$ cat src/hdl/esub_pkg.sv
`default_nettype none

package esub_pkg;

    // default sizes
    localparam int DEF_SLOTS   = 8;
    localparam int DEF_SENSORS = 4;
    localparam int DEF_SIGNALS = 8;

    // fixed field widths
    localparam int SIG_W    = 3;
    localparam int SEN_W    = 2;
    localparam int STATUS_W = 2;
    localparam int ADDED_W  = 3;
    localparam int WAKE_W   = 8;
    localparam int BITS_W   = 4;

    // stream widths
    localparam int S_DATA_W = 16;
    localparam int S_USER_W = 2;
    localparam int M_DATA_W = 24;

    // received bytes that move a sensor
    localparam logic [7:0] BYTE_S1_LOW  = 8'h61;
    localparam logic [7:0] BYTE_S1_HIGH = 8'h62;
    localparam logic [7:0] BYTE_S2_LOW  = 8'h63;
    localparam logic [7:0] BYTE_S2_HIGH = 8'h64;

    typedef enum logic [STATUS_W-1:0] {
        ST_NONE  = 2'd0,
        ST_ADDED = 2'd1,
        ST_DUP   = 2'd2,
        ST_FULL  = 2'd3
    } status_t;

    typedef struct packed {
        logic [SIG_W-1:0] signal;
        logic [SEN_W-1:0] sensor;
        logic             level;
    } slot_entry_t;

    // status of the registered slot read
    typedef struct packed {
        logic vld;
        logic occupied;
    } rd_status_t;

    // result of the shared compare unit
    typedef struct packed {
        logic dup;
        logic fire;
    } match_t;

endpackage

`default_nettype wire

$ cat src/hdl/esub_slot_mem.sv
`default_nettype none

module esub_slot_mem #(
    parameter int SLOTS = esub_pkg::DEF_SLOTS
) (
    input  wire logic                                            clk,
    input  wire logic                                            rst_n,
    input  wire logic                                            rd_en,
    input  wire logic [(SLOTS > 1 ? $clog2(SLOTS) : 1)-1:0]      rd_addr,
    output esub_pkg::slot_entry_t                                rd_data,
    output esub_pkg::rd_status_t                                 rd_st,
    output logic      [(SLOTS > 1 ? $clog2(SLOTS) : 1)-1:0]      rd_idx,
    input  wire logic                                            wr_en,
    input  wire logic [(SLOTS > 1 ? $clog2(SLOTS) : 1)-1:0]      wr_addr,
    input  esub_pkg::slot_entry_t                                wr_data,
    input  wire logic                                            clr_en,
    input  wire logic [(SLOTS > 1 ? $clog2(SLOTS) : 1)-1:0]      clr_addr
);
    import esub_pkg::*;

    localparam int IW = (SLOTS > 1) ? $clog2(SLOTS) : 1;

    slot_entry_t      mem [SLOTS];
    logic [SLOTS-1:0] occ_reg;
    logic             rd_vld_reg;
    logic             rd_occ_reg;
    logic [IW-1:0]    rd_idx_reg;
    slot_entry_t      rd_data_reg;

    always_ff @(posedge clk)
    begin
        if (wr_en)
        begin
            mem[wr_addr] <= wr_data;
        end
        if (rd_en)
        begin
            rd_data_reg <= mem[rd_addr];
            rd_idx_reg  <= rd_addr;
        end
    end

    // occupancy flags, cleared at reset so the memory needs no sweep
    always_ff @(posedge clk or negedge rst_n)
    begin
        if (!rst_n)
        begin
            occ_reg    <= '0;
            rd_vld_reg <= 1'b0;
            rd_occ_reg <= 1'b0;
        end
        else
        begin
            rd_vld_reg <= rd_en;
            if (rd_en)
            begin
                rd_occ_reg <= occ_reg[rd_addr];
            end
            if (wr_en)
            begin
                occ_reg[wr_addr] <= 1'b1;
            end
            if (clr_en)
            begin
                occ_reg[clr_addr] <= 1'b0;
            end
        end
    end

    assign rd_data     = rd_data_reg;
    assign rd_idx      = rd_idx_reg;
    assign rd_st.vld      = rd_vld_reg;
    assign rd_st.occupied = rd_occ_reg;

endmodule

`default_nettype wire

$ cat src/hdl/esub_match.sv
`default_nettype none

module esub_match (
    input  esub_pkg::slot_entry_t                entry,
    input  wire logic                            occupied,
    input  esub_pkg::slot_entry_t                req,
    input  wire logic [esub_pkg::BITS_W-1:0]     sensor_bits,
    output esub_pkg::match_t                     result
);
    import esub_pkg::*;

    // exact match against an occupied slot
    assign result.dup  = occupied && (entry == req);
    // slot fires when its sensor has moved away from the stored level
    assign result.fire = occupied && (sensor_bits[entry.sensor] != entry.level);

endmodule

`default_nettype wire

$ cat src/hdl/event_subscription_table.sv
// channel  | group            | contents
// ---------+------------------+---------------------------------------------------------
// tick in  | s_tvalid/tready  | s_tdata: request_signal, request_sensor, request_level,
//          |                  |          rx_byte; s_tuser: has_request, has_byte
// result   | m_tvalid/tready  | m_tdata: request_status, added_slot, wake_mask,
//          |                  |          sensor_bits
//
// from transfer to result a tick goes through these steps (the first is skipped without
// a valid request): one scan of the slot memory for duplicate and free slot, one update
// step, one scan for firing slots, and the load of the result register.
// both scans read one slot a cycle through the single registered read port.
// s_tready is high only while idle; a result waiting on m_tready holds the next
// tick in its final cycle. reset clears the occupancy flags and sensors at once.
`default_nettype none

module event_subscription_table #(
    parameter int SLOTS   = esub_pkg::DEF_SLOTS,
    parameter int SENSORS = esub_pkg::DEF_SENSORS,
    parameter int SIGNALS = esub_pkg::DEF_SIGNALS
) (
    input  wire logic                              clk,
    input  wire logic                              rst_n,
    input  wire logic                              s_tvalid,
    output logic                                   s_tready,
    // request_signal[2:0], request_sensor[4:3], request_level[5], rx_byte[13:6]
    input  wire logic [esub_pkg::S_DATA_W-1:0]     s_tdata,
    // has_request[0], has_byte[1]
    input  wire logic [esub_pkg::S_USER_W-1:0]     s_tuser,
    output logic                                   m_tvalid,
    input  wire logic                              m_tready,
    // request_status[1:0], added_slot[4:2], wake_mask[12:5], sensor_bits[16:13]
    output logic      [esub_pkg::M_DATA_W-1:0]     m_tdata
);
    import esub_pkg::*;

    localparam int IW    = (SLOTS > 1) ? $clog2(SLOTS) : 1;
    localparam int CNT_W = $clog2(SLOTS + 1);
    localparam logic [IW-1:0]    LAST_IDX  = IW'(SLOTS - 1);
    localparam logic [CNT_W-1:0] SLOTS_CNT = CNT_W'(SLOTS);

    typedef enum logic [2:0] {
        S_IDLE,
        S_DSCAN,
        S_DECIDE,
        S_WSCAN,
        S_OUT
    } state_t;

    state_t                state_reg, state_next;
    logic [CNT_W-1:0]      issue_reg, issue_next;
    slot_entry_t           req_reg, req_next;
    logic                  req_ok_reg, req_ok_next;
    logic                  has_byte_reg, has_byte_next;
    logic [7:0]            rx_byte_reg, rx_byte_next;
    logic                  dup_reg, dup_next;
    logic                  free_found_reg, free_found_next;
    logic [IW-1:0]         free_idx_reg, free_idx_next;
    logic [WAKE_W-1:0]     wake_reg, wake_next;
    status_t               status_reg, status_next;
    logic [BITS_W-1:0]     sensor_reg, sensor_next;
    logic                  m_tvalid_reg, m_tvalid_next;
    logic [M_DATA_W-1:0]   m_tdata_reg, m_tdata_next;

    slot_entry_t           in_entry;
    logic                  in_req_ok;
    logic                  rd_en;
    logic                  wr_en;
    logic                  clr_en;
    slot_entry_t           rd_data;
    rd_status_t            rd_st;
    logic [IW-1:0]         rd_idx;
    match_t                mt;
    logic [ADDED_W-1:0]    added;

    assign in_entry.signal = s_tdata[2:0];
    assign in_entry.sensor = s_tdata[4:3];
    assign in_entry.level  = s_tdata[5];

    assign in_req_ok = s_tuser[0] && (in_entry.signal != '0)
                       && (32'(in_entry.signal) < 32'(SIGNALS))
                       && (32'(in_entry.sensor) < 32'(SENSORS));

    esub_slot_mem #(
        .SLOTS(SLOTS)
    ) u_mem (
        .clk      (clk),
        .rst_n    (rst_n),
        .rd_en    (rd_en),
        .rd_addr  (issue_reg[IW-1:0]),
        .rd_data  (rd_data),
        .rd_st    (rd_st),
        .rd_idx   (rd_idx),
        .wr_en    (wr_en),
        .wr_addr  (free_idx_reg),
        .wr_data  (req_reg),
        .clr_en   (clr_en),
        .clr_addr (rd_idx)
    );

    esub_match u_match (
        .entry       (rd_data),
        .occupied    (rd_st.occupied),
        .req         (req_reg),
        .sensor_bits (sensor_reg),
        .result      (mt)
    );

    assign added = (status_reg == ST_ADDED) ? ADDED_W'(free_idx_reg) : '0;

    always_comb
    begin
        state_next      = state_reg;
        issue_next      = issue_reg;
        req_next        = req_reg;
        req_ok_next     = req_ok_reg;
        has_byte_next   = has_byte_reg;
        rx_byte_next    = rx_byte_reg;
        dup_next        = dup_reg;
        free_found_next = free_found_reg;
        free_idx_next   = free_idx_reg;
        wake_next       = wake_reg;
        status_next     = status_reg;
        sensor_next     = sensor_reg;
        m_tvalid_next   = m_tvalid_reg;
        m_tdata_next    = m_tdata_reg;
        rd_en           = 1'b0;
        wr_en           = 1'b0;
        clr_en          = 1'b0;

        if (m_tvalid_reg && m_tready)
        begin
            m_tvalid_next = 1'b0;
        end

        unique case (state_reg)
            S_IDLE:
            begin
                if (s_tvalid)
                begin
                    req_next        = in_entry;
                    req_ok_next     = in_req_ok;
                    has_byte_next   = s_tuser[1];
                    rx_byte_next    = s_tdata[13:6];
                    dup_next        = 1'b0;
                    free_found_next = 1'b0;
                    wake_next       = '0;
                    issue_next      = '0;
                    state_next      = in_req_ok ? S_DSCAN : S_DECIDE;
                end
            end
            S_DSCAN:
            begin
                if (issue_reg < SLOTS_CNT)
                begin
                    rd_en      = 1'b1;
                    issue_next = issue_reg + 1'b1;
                end
                if (rd_st.vld)
                begin
                    if (mt.dup)
                    begin
                        dup_next = 1'b1;
                    end
                    // lowest free slot is the first one seen
                    if (!rd_st.occupied && !free_found_reg)
                    begin
                        free_found_next = 1'b1;
                        free_idx_next   = rd_idx;
                    end
                    if (rd_idx == LAST_IDX)
                    begin
                        state_next = S_DECIDE;
                    end
                end
            end
            S_DECIDE:
            begin
                priority if (!req_ok_reg)
                begin
                    status_next = ST_NONE;
                end
                else if (dup_reg)
                begin
                    status_next = ST_DUP;
                end
                else if (free_found_reg)
                begin
                    status_next = ST_ADDED;
                    wr_en       = 1'b1;
                end
                else
                begin
                    status_next = ST_FULL;
                end
                if (has_byte_reg)
                begin
                    unique case (rx_byte_reg)
                        BYTE_S1_LOW:  sensor_next[1] = 1'b0;
                        BYTE_S1_HIGH: sensor_next[1] = 1'b1;
                        BYTE_S2_LOW:  sensor_next[2] = 1'b0;
                        BYTE_S2_HIGH: sensor_next[2] = 1'b1;
                        default:      sensor_next    = sensor_reg;
                    endcase
                end
                issue_next = '0;
                state_next = S_WSCAN;
            end
            S_WSCAN:
            begin
                if (issue_reg < SLOTS_CNT)
                begin
                    rd_en      = 1'b1;
                    issue_next = issue_reg + 1'b1;
                end
                if (rd_st.vld)
                begin
                    if (mt.fire)
                    begin
                        wake_next = wake_reg | (WAKE_W'(1) << rd_data.signal);
                        clr_en    = 1'b1;
                    end
                    if (rd_idx == LAST_IDX)
                    begin
                        state_next = S_OUT;
                    end
                end
            end
            S_OUT:
            begin
                if (!m_tvalid_reg || m_tready)
                begin
                    m_tdata_next  = {7'd0, sensor_reg, wake_reg, added, status_reg};
                    m_tvalid_next = 1'b1;
                    state_next    = S_IDLE;
                end
            end
            default:
            begin
                state_next = S_IDLE;
            end
        endcase
    end

    always_ff @(posedge clk or negedge rst_n)
    begin
        if (!rst_n)
        begin
            state_reg      <= S_IDLE;
            issue_reg      <= '0;
            req_ok_reg     <= 1'b0;
            has_byte_reg   <= 1'b0;
            dup_reg        <= 1'b0;
            free_found_reg <= 1'b0;
            status_reg     <= ST_NONE;
            sensor_reg     <= '0;
            m_tvalid_reg   <= 1'b0;
        end
        else
        begin
            state_reg      <= state_next;
            issue_reg      <= issue_next;
            req_ok_reg     <= req_ok_next;
            has_byte_reg   <= has_byte_next;
            dup_reg        <= dup_next;
            free_found_reg <= free_found_next;
            status_reg     <= status_next;
            sensor_reg     <= sensor_next;
            m_tvalid_reg   <= m_tvalid_next;
        end
    end

    // payload, no reset
    always_ff @(posedge clk)
    begin
        req_reg      <= req_next;
        rx_byte_reg  <= rx_byte_next;
        free_idx_reg <= free_idx_next;
        wake_reg     <= wake_next;
        m_tdata_reg  <= m_tdata_next;
    end

    assign s_tready = (state_reg == S_IDLE);
    assign m_tvalid = m_tvalid_reg;
    assign m_tdata  = m_tdata_reg;

    a_rd_only_in_scan: assert property (@(posedge clk) disable iff (!rst_n)
        rd_st.vld |-> (state_reg == S_DSCAN || state_reg == S_WSCAN))
        else $error("slot read outside a scan");

    a_tick_starts_work: assert property (@(posedge clk) disable iff (!rst_n)
        (s_tvalid && s_tready) |=> (state_reg != S_IDLE))
        else $error("accepted tick left the sequencer idle");

    a_wake_bit0_clear: assert property (@(posedge clk) disable iff (!rst_n)
        m_tvalid |-> !m_tdata[5])
        else $error("wake mask bit zero set");

    a_no_write_and_read: assert property (@(posedge clk) disable iff (!rst_n)
        wr_en |-> !rd_en && !clr_en)
        else $error("slot write collides with a scan");

    a_added_has_slot: assert property (@(posedge clk) disable iff (!rst_n)
        (state_reg == S_DECIDE && req_ok_reg && !dup_reg) |-> (wr_en == free_found_reg))
        else $error("add decision disagrees with free slot search");

endmodule

`default_nettype wire

$ cat config.mk
export PLATFORM = sky130hd
export DESIGN_NAME = event_subscription_table
export DESIGN_NICKNAME = d
export VERILOG_FILES = /design/src/hdl/esub_pkg.sv /design/src/hdl/esub_slot_mem.sv /design/src/hdl/esub_match.sv /design/src/hdl/event_subscription_table.sv
export SDC_FILE = /design/constraint.sdc
export NUM_CORES = 1
export LEC_CHECK = 0
export ABC_AREA = 1
export BUFFER_PORTS_ARGS = -buffer_cell sky130_fd_sc_hd__buf_4
export CAP_MARGIN = 10
export CORE_ASPECT_RATIO = 1.4
export CORE_MARGIN = 4
export CORE_UTILIZATION = 50
export CTS_CLUSTER_DIAMETER = 30
export DETAILED_ROUTE_END_ITERATION = 12
export PLACE_DENSITY = 0.71
export SETUP_SLACK_MARGIN = 0.5
export SYNTH_ARGS = -nofsm -noshare
export SYNTH_HDL_FRONTEND = slang
export SYNTH_SLANG_ARGS = --single-unit
$ cat constraint.sdc
create_clock -name clk -period 2.16 [get_ports clk]
set_input_delay 0.648 -clock clk [delete_from_list [all_inputs] [get_ports clk]]
set_output_delay 0.648 -clock clk [all_outputs]
set_load 0.01 [all_outputs]
After elaboration in Yosys (flattened, before gate mapping) --
Memory sizes are Yosys's and may differ from the RTL's. A register that Yosys moved wholly into a read port is not among the register bits. Cells that the tools add are included.
Storage, ports and cells: word-level logic and storage cells 138, memories 1, register bits after elaboration 69, memory bits (writable) 48, input bits 22, output and inout port bits 26
Operators by class: bitwise logic cells 4, add/sub/neg operators 1, eq/ne operators 22, mux-type cells 51, order comparisons 7, reductions and logical operators 29, shift-type cells 1
Memories:
- u_mem.mem | words 8, bits a word 6, rd ports 1, clocked after Yosys merged registers in 1, wr ports 1, line esub_slot_mem.sv:23 | slot_entry_t mem [SLOTS];
Operators by type and width (number):
- $mux 8 | 5
- $eq 8x7->1 const B | 4
- $mux 1 | 23
- $mux 3 | 6
- $or 8x8->8 | 2
- $pmux 8 s2 | 1
- $pmux 3 s5 | 1
- $ne 2x2->1 const B | 7
- $lt 3x4->1 const B | 3
- $pmux 4 s3 | 1
- $reduce_and 3->1 | 4
- $reduce_and 4->1 | 3
- $and 8x8->8 | 1
- $mux 2 | 4
- $mux 4 | 2
- $not 8->8 | 1
- $pmux 1 s2 | 4
- $reduce_bool 2->1 | 4
- $shl 1x3->8 const A | 1
- $logic_and 1x1->1 | 7
- $demux 1 s3 | 2
- $eq 3x2->1 const B | 2
- $eq 3x3->1 const B | 2
- $eq 6x6->1 | 1
- 17 further kinds | 24

Depth between registers and ports, before layout --
depth after elaboration 8, depth in mapped cells 8, mapped depth without buffers 8

Modules after synthesis --
Synthesis repeated with hierarchy kept, for this count alone.
Unflattened totals: cell total of the unflattened synthesis 479, area, all modules 5306.3 sq um
Modules (own cells, without submodules):
- esub_slot_mem | sequential area each 1961.9 sq um, times used 1, area an instance 2715.1 sq um, cells each 233
- event_subscription_table | sequential area each 1601.5 sq um, times used 1, area an instance 2427.3 sq um, cells each 213
- esub_match | sequential area each 0.0 sq um, times used 1, area an instance 163.9 sq um, cells each 33

Worst setup path before layout --
No wires, ideal clock.
path type register to register, from register state_reg[1], to register m_tdata_reg[0] (netlist: m_tdata[0]) (enable), clock period less this slack 1.863 ns, path buffers 0, arrival time 1.477 ns, setup slack 0.297 ns, cell stages (with the launch flop) 4, cell sequence dfrtp_1 > nor2_2 > nand2_2 > nor2_1
Between the ends: cells in the longest elaborated chain, start to end 2
RTL lines:
- start: declaration | line event_subscription_table.sv:49 | state_t state_reg, state_next;
- start signal: assignment | line event_subscription_table.sv:260 | state_reg <= state_next;
- $eq 3x3->1 | line event_subscription_table.sv:135 | unique case (state_reg)
- $reduce_and 2->1 (no source line)
- end signal: assignment | line event_subscription_table.sv:279 | m_tdata_reg <= m_tdata_next;
- end: declaration | line event_subscription_table.sv:62 | logic [M_DATA_W-1:0] m_tdata_reg, m_tdata_next;
No other way between the ends. A chain may end at the register's enable or synchronous reset.

Worst setup path after layout --
from register state_reg[2], to output s_tready
Between the ends: cells in the longest elaborated chain, start to end 1
RTL lines:
- $logic_not 3->1 | line event_subscription_table.sv:282 | assign s_tready = (state_reg == S_IDLE);
- end: declaration | line event_subscription_table.sv:24 | output logic s_tready,
No other way between the ends.

==> reports/metrics.sh <==
DESIGN.CORE.AREA_MM2=0.01006
RUN_STATUS='complete, no violations'
DR.PASS1.ITERS=5
WORST-ENDPOINT-REQUIRED_PS=1510
CTSHOLDBUFFERS=0
TOTALPOWERFINAL_uW=8600
WORST_SETUP_PATH_END_KIND='output port'
YS_SEQ_ELEMENTS=123
TOTAL_LEAKAGE_POWER_uW=0.002612
VDD_IR_DROP_MAX_mV=0.9006
PLACE_WS_PS=278.4
GRT_BUSIEST_LAYER='met2'
FLOORPLAN.IO_PINS=48
VIA_COUNT=3500
CLOCK_SINKS=123
FP-ROW-COUNT=43
PATH_DELAY_FAMILY='flip-flops'
SYNTH-EDFF-COUNT=97
GLOBAL_ROUTE.USAGE.MET3_PCT=5.517
NUM-NETS-FINAL=551
NUM_ANTENNA_CELLS=0
SLOWEST_STAGE='dfrtp_2'
PLACEMENT.IO_BUFFERS=36
GROUTE.LAYER.MET1.USAGE_PCT=20.32
CTS_MAX_LEVEL=4
PLACE_CONGESTION=0.8041
GRT_MAX_DEGREE=29
MIN_PERIOD_OVER_PERIOD_PCT=84.92
FIRST_GLOBAL_VIAS=3540
CLK_BUF_DEPTH=2
DIEHEIGHT_UM=129.1
AREA_USED_BY_MULTI_INPUT_COMBINATIONAL_LOGIC_MM2=0.001456
GLOBAL_ROUTE_WIRE_LENGTH_BEFORE_REPAIR_MM=16.90
HOLD_SLACK_PS=142.8
AVGSYNTHCELLAREA_UM2=11.45
PWR_DENSITY_CELL_mW_PER_MM2=1350
GRT_ANTENNA_BEFORE_REPAIR=0
LIBRARY_CELL_APPEARING_MOST_OFTEN_ON_THE_CRITICAL_PATH='inv_4'
SETUP_VIOL=0
ANTENNA_VIOLATING_NETS_POST_ROUTE=0
PLACE.DETAILED.HPWL_MM=7.371
CRIT_FANOUT=5
ASYNC_RESET_FF_SHARE_PCT=21.14
SYNTH.YOSYS.WARNINGS=0
POST_ROUTE_CELLS_DRIVE_ABOVE_1_SHARE_PCT=24.44
CPPEAKSTAGEDELAY_PS=470
TIMING.FMAX_MHz=545.2
DIE-AREA_MM2=0.01219
SYN2LAYOUT_AREA_GROWTH_PCT=21.75
DIE_WIDTH_UM=94.47
CRITPATHARRIVALTIME_PS=1190
CTS_TREE='built'
POSTSYNTH.TOPFLOPCELL='edfxtp_1'
POST_ROUTE_CLOCK_SKEW_PS=7.458
LAYOUT.FILLER_CELLS=767
MIN-DELAY-PATH-CLASS='in2async'
FINAL_CRITICAL_PATH_SETUP_SLACK_PS=325.8
ROUTE.FINAL.WIRE_LENGTH_MM=10.66
LAYOUT.CELLS.NON_FILLER=675
CTS_ROOT_BUF='clkbuf_16'
CRIT_TYPE='reg2out'
REPORT.FINAL.HOLD_VIOL_COUNT=0
SYN_AREA_MM2=0.005234
PLACEDCELLCOUNT=636
GRT_SETUP_UNREPAIRED='yes'
FLOORPLAN.INITIALDENSITY_PCT=52.02
TIMING.CRITICAL_PATH.CELLS='inv_4 -> nand2_4 -> inv_4 -> buf_6'
DETAIL_ROUTE.DRC_VIOLATIONS=0
WORST_SKEW_PAIR.LATE_LATENCY_PS=420
CRITICAL_PATH_SOURCE_TYPE='register'
TIMING.MAX_CAP.VIOLATIONS=0
SYNTH_CELL_TYPES=35
SLEW_VIOLATIONS=0
TOTAL_BUFFERS_AND_INVERTERS_TRAVERSED_BY_THE_CRITICAL_PATH=3
POSTSYNTHCELLCOUNT=457
GLOBAL_ROUTE.USAGE.TOTAL_PCT=18.99
VIAS_PER_CELL=5.185
ROUTED_LENGTH_PER_PLACED_INSTANCE_UM=15.80
DRT_ITER0_MARKERS=261
LARGEST_REGISTER_FF_COUNT=48
CTS_BUFFERS=17
FINAL.MIN_CLOCK_PERIOD_PS=1834
CLKSLEWWORSTSETUPHOLDPATHS_PS=50
YOSYSSEQAREASHARE_PCT=68.09
FINAL.SETUP.TNS_PS=0
GLOBAL_ROUTE.USAGE.MET2_PCT=34.45
GRT_OVERFLOW_TOTAL=0
REGAREA_MM2=0.003567
==> cell type report <==
cell class / instances / share of cell area, %
Sequential cell: 123 / 55.98
Timing Repair Buffer: 62 / 7.559
Clock inverter: 11 / 1.257
Clock buffer: 20 / 6.853
Multi-Input combinational cell: 277 / 22.85
Inverter: 47 / 2.847
Tap cell: 135 / 2.651
==> where the power goes <==
part	switching [uW]	internal (uW)
Sequential	365	3210
Clock	937	1540
Combinational	1600	946
Total	2900	5700
==> final timing paths <==
kind                              startpoint      endpoint  slack, ps  depth (start not counted)
worst max-delay path            state_reg[2]      s_tready        330                          4
worst max register to register  state_reg[0]   wake_reg[5]        570                          7
min in group clk                  s_tdata[4]    req_reg[2]        410                          1
worst min register to register   wake_reg[5]   m_tdata[10]        450                          0
worst min-delay path                   rst_n      m_tvalid        140                          1
max in group asynchronous              rst_n  state_reg[0]       1740                          1
==> synthesized netlist by cell type (3+ instances only) <==
cell	number	area share (%)
edfxtp_1	97	56
nand2_1	72	5.2
nor2_1	67	4.8
inv_1	40	2.9
o21ai_0	32	3.1
dfrtp_1	26	12
nor3_1	13	1.2
o22ai_1	12	1.4
nand3_1	11	1.1
buf_4	9	1.3
a21oi_2	8	1.3
clkbuf_1	8	0.57
inv_2	7	0.50
o21ai_1	7	0.67
a21oi_1	6	0.57
nand2_2	5	0.60
nor2_4	5	1.1
o21a_1	5	0.72
nor2_2	4	0.48
a31oi_1	3	0.36
nand2_4	3	0.65
==> timing repair <==
item	in CTS	in global routing
gates cloned	0	0
setup endpoints to repair	19	19
buffers inserted	6	2
resized for setup	8	4
pin swaps	3	3
==> stage by stage <==
| step | cell area (um^2) | util, % |
|---|---|---|
| final | 6372 | 63.34 |
| after global placement | 5743 | 57.08 |
| after global routing | 6372 | 63.34 |
| after detailed placement | 5743 | 57.08 |
| after floorplan | 5270 | - |
| after CTS | 6342 | 63.04 |
==> layer usage <==
metal / vias up / routed length [um]
li1: 1695 / -
met1: 1692 / 3940
met2: 96 / 5936
met3: 17 / 529
met4: 0 / 256
met5: - / 0
==> worst reg2reg max path, cell delays in order, from the launching register on <==
cell and delay [ps]:
dfrtp_2 410, inv_2 90, nor2_4 150, nand2_4 90, nor2_4 100, nand3_4 120, a21oi_4 190, buf_12 140
==> layout by cell type (no fill, tap or decap), types with 4 or more instances in the layout <==
cell type / synthesis / final
o21a_1: 5 / 5
o21ai_0: 32 / 32
a21oi_2: 8 / 8
buf_4: 9 / 60
clkinv_1: 0 / 4
nor2_2: 4 / 4
edfxtp_1: 97 / 97
conb_1: 1 / 9
dfrtp_1: 26 / 23
nor3_1: 13 / 13
inv_2: 7 / 5
o22ai_1: 12 / 12
a21oi_1: 6 / 5
o21ai_1: 7 / 7
clkinv_2: 0 / 4
nor2_4: 5 / 8
inv_1: 40 / 40
clkbuf_16: 0 / 17
nand3_1: 11 / 11
nand2_1: 72 / 72
nor2_1: 67 / 64
nand2_2: 5 / 5
==> cell families after synthesis <==
kind of cell	Yosys count	share of synthesized area, %
other	1	0.07165
adder cells (fa/ha/maj)	1	0.2390
XOR/XNOR	1	0.1674
buffers and inverters	65	5.307
AND/OR/NAND/NOR	189	17.24
flip-flops	123	68.08
AO/OA/AOI/OAI	77	8.893
Power figures use the tool's default switching activity.
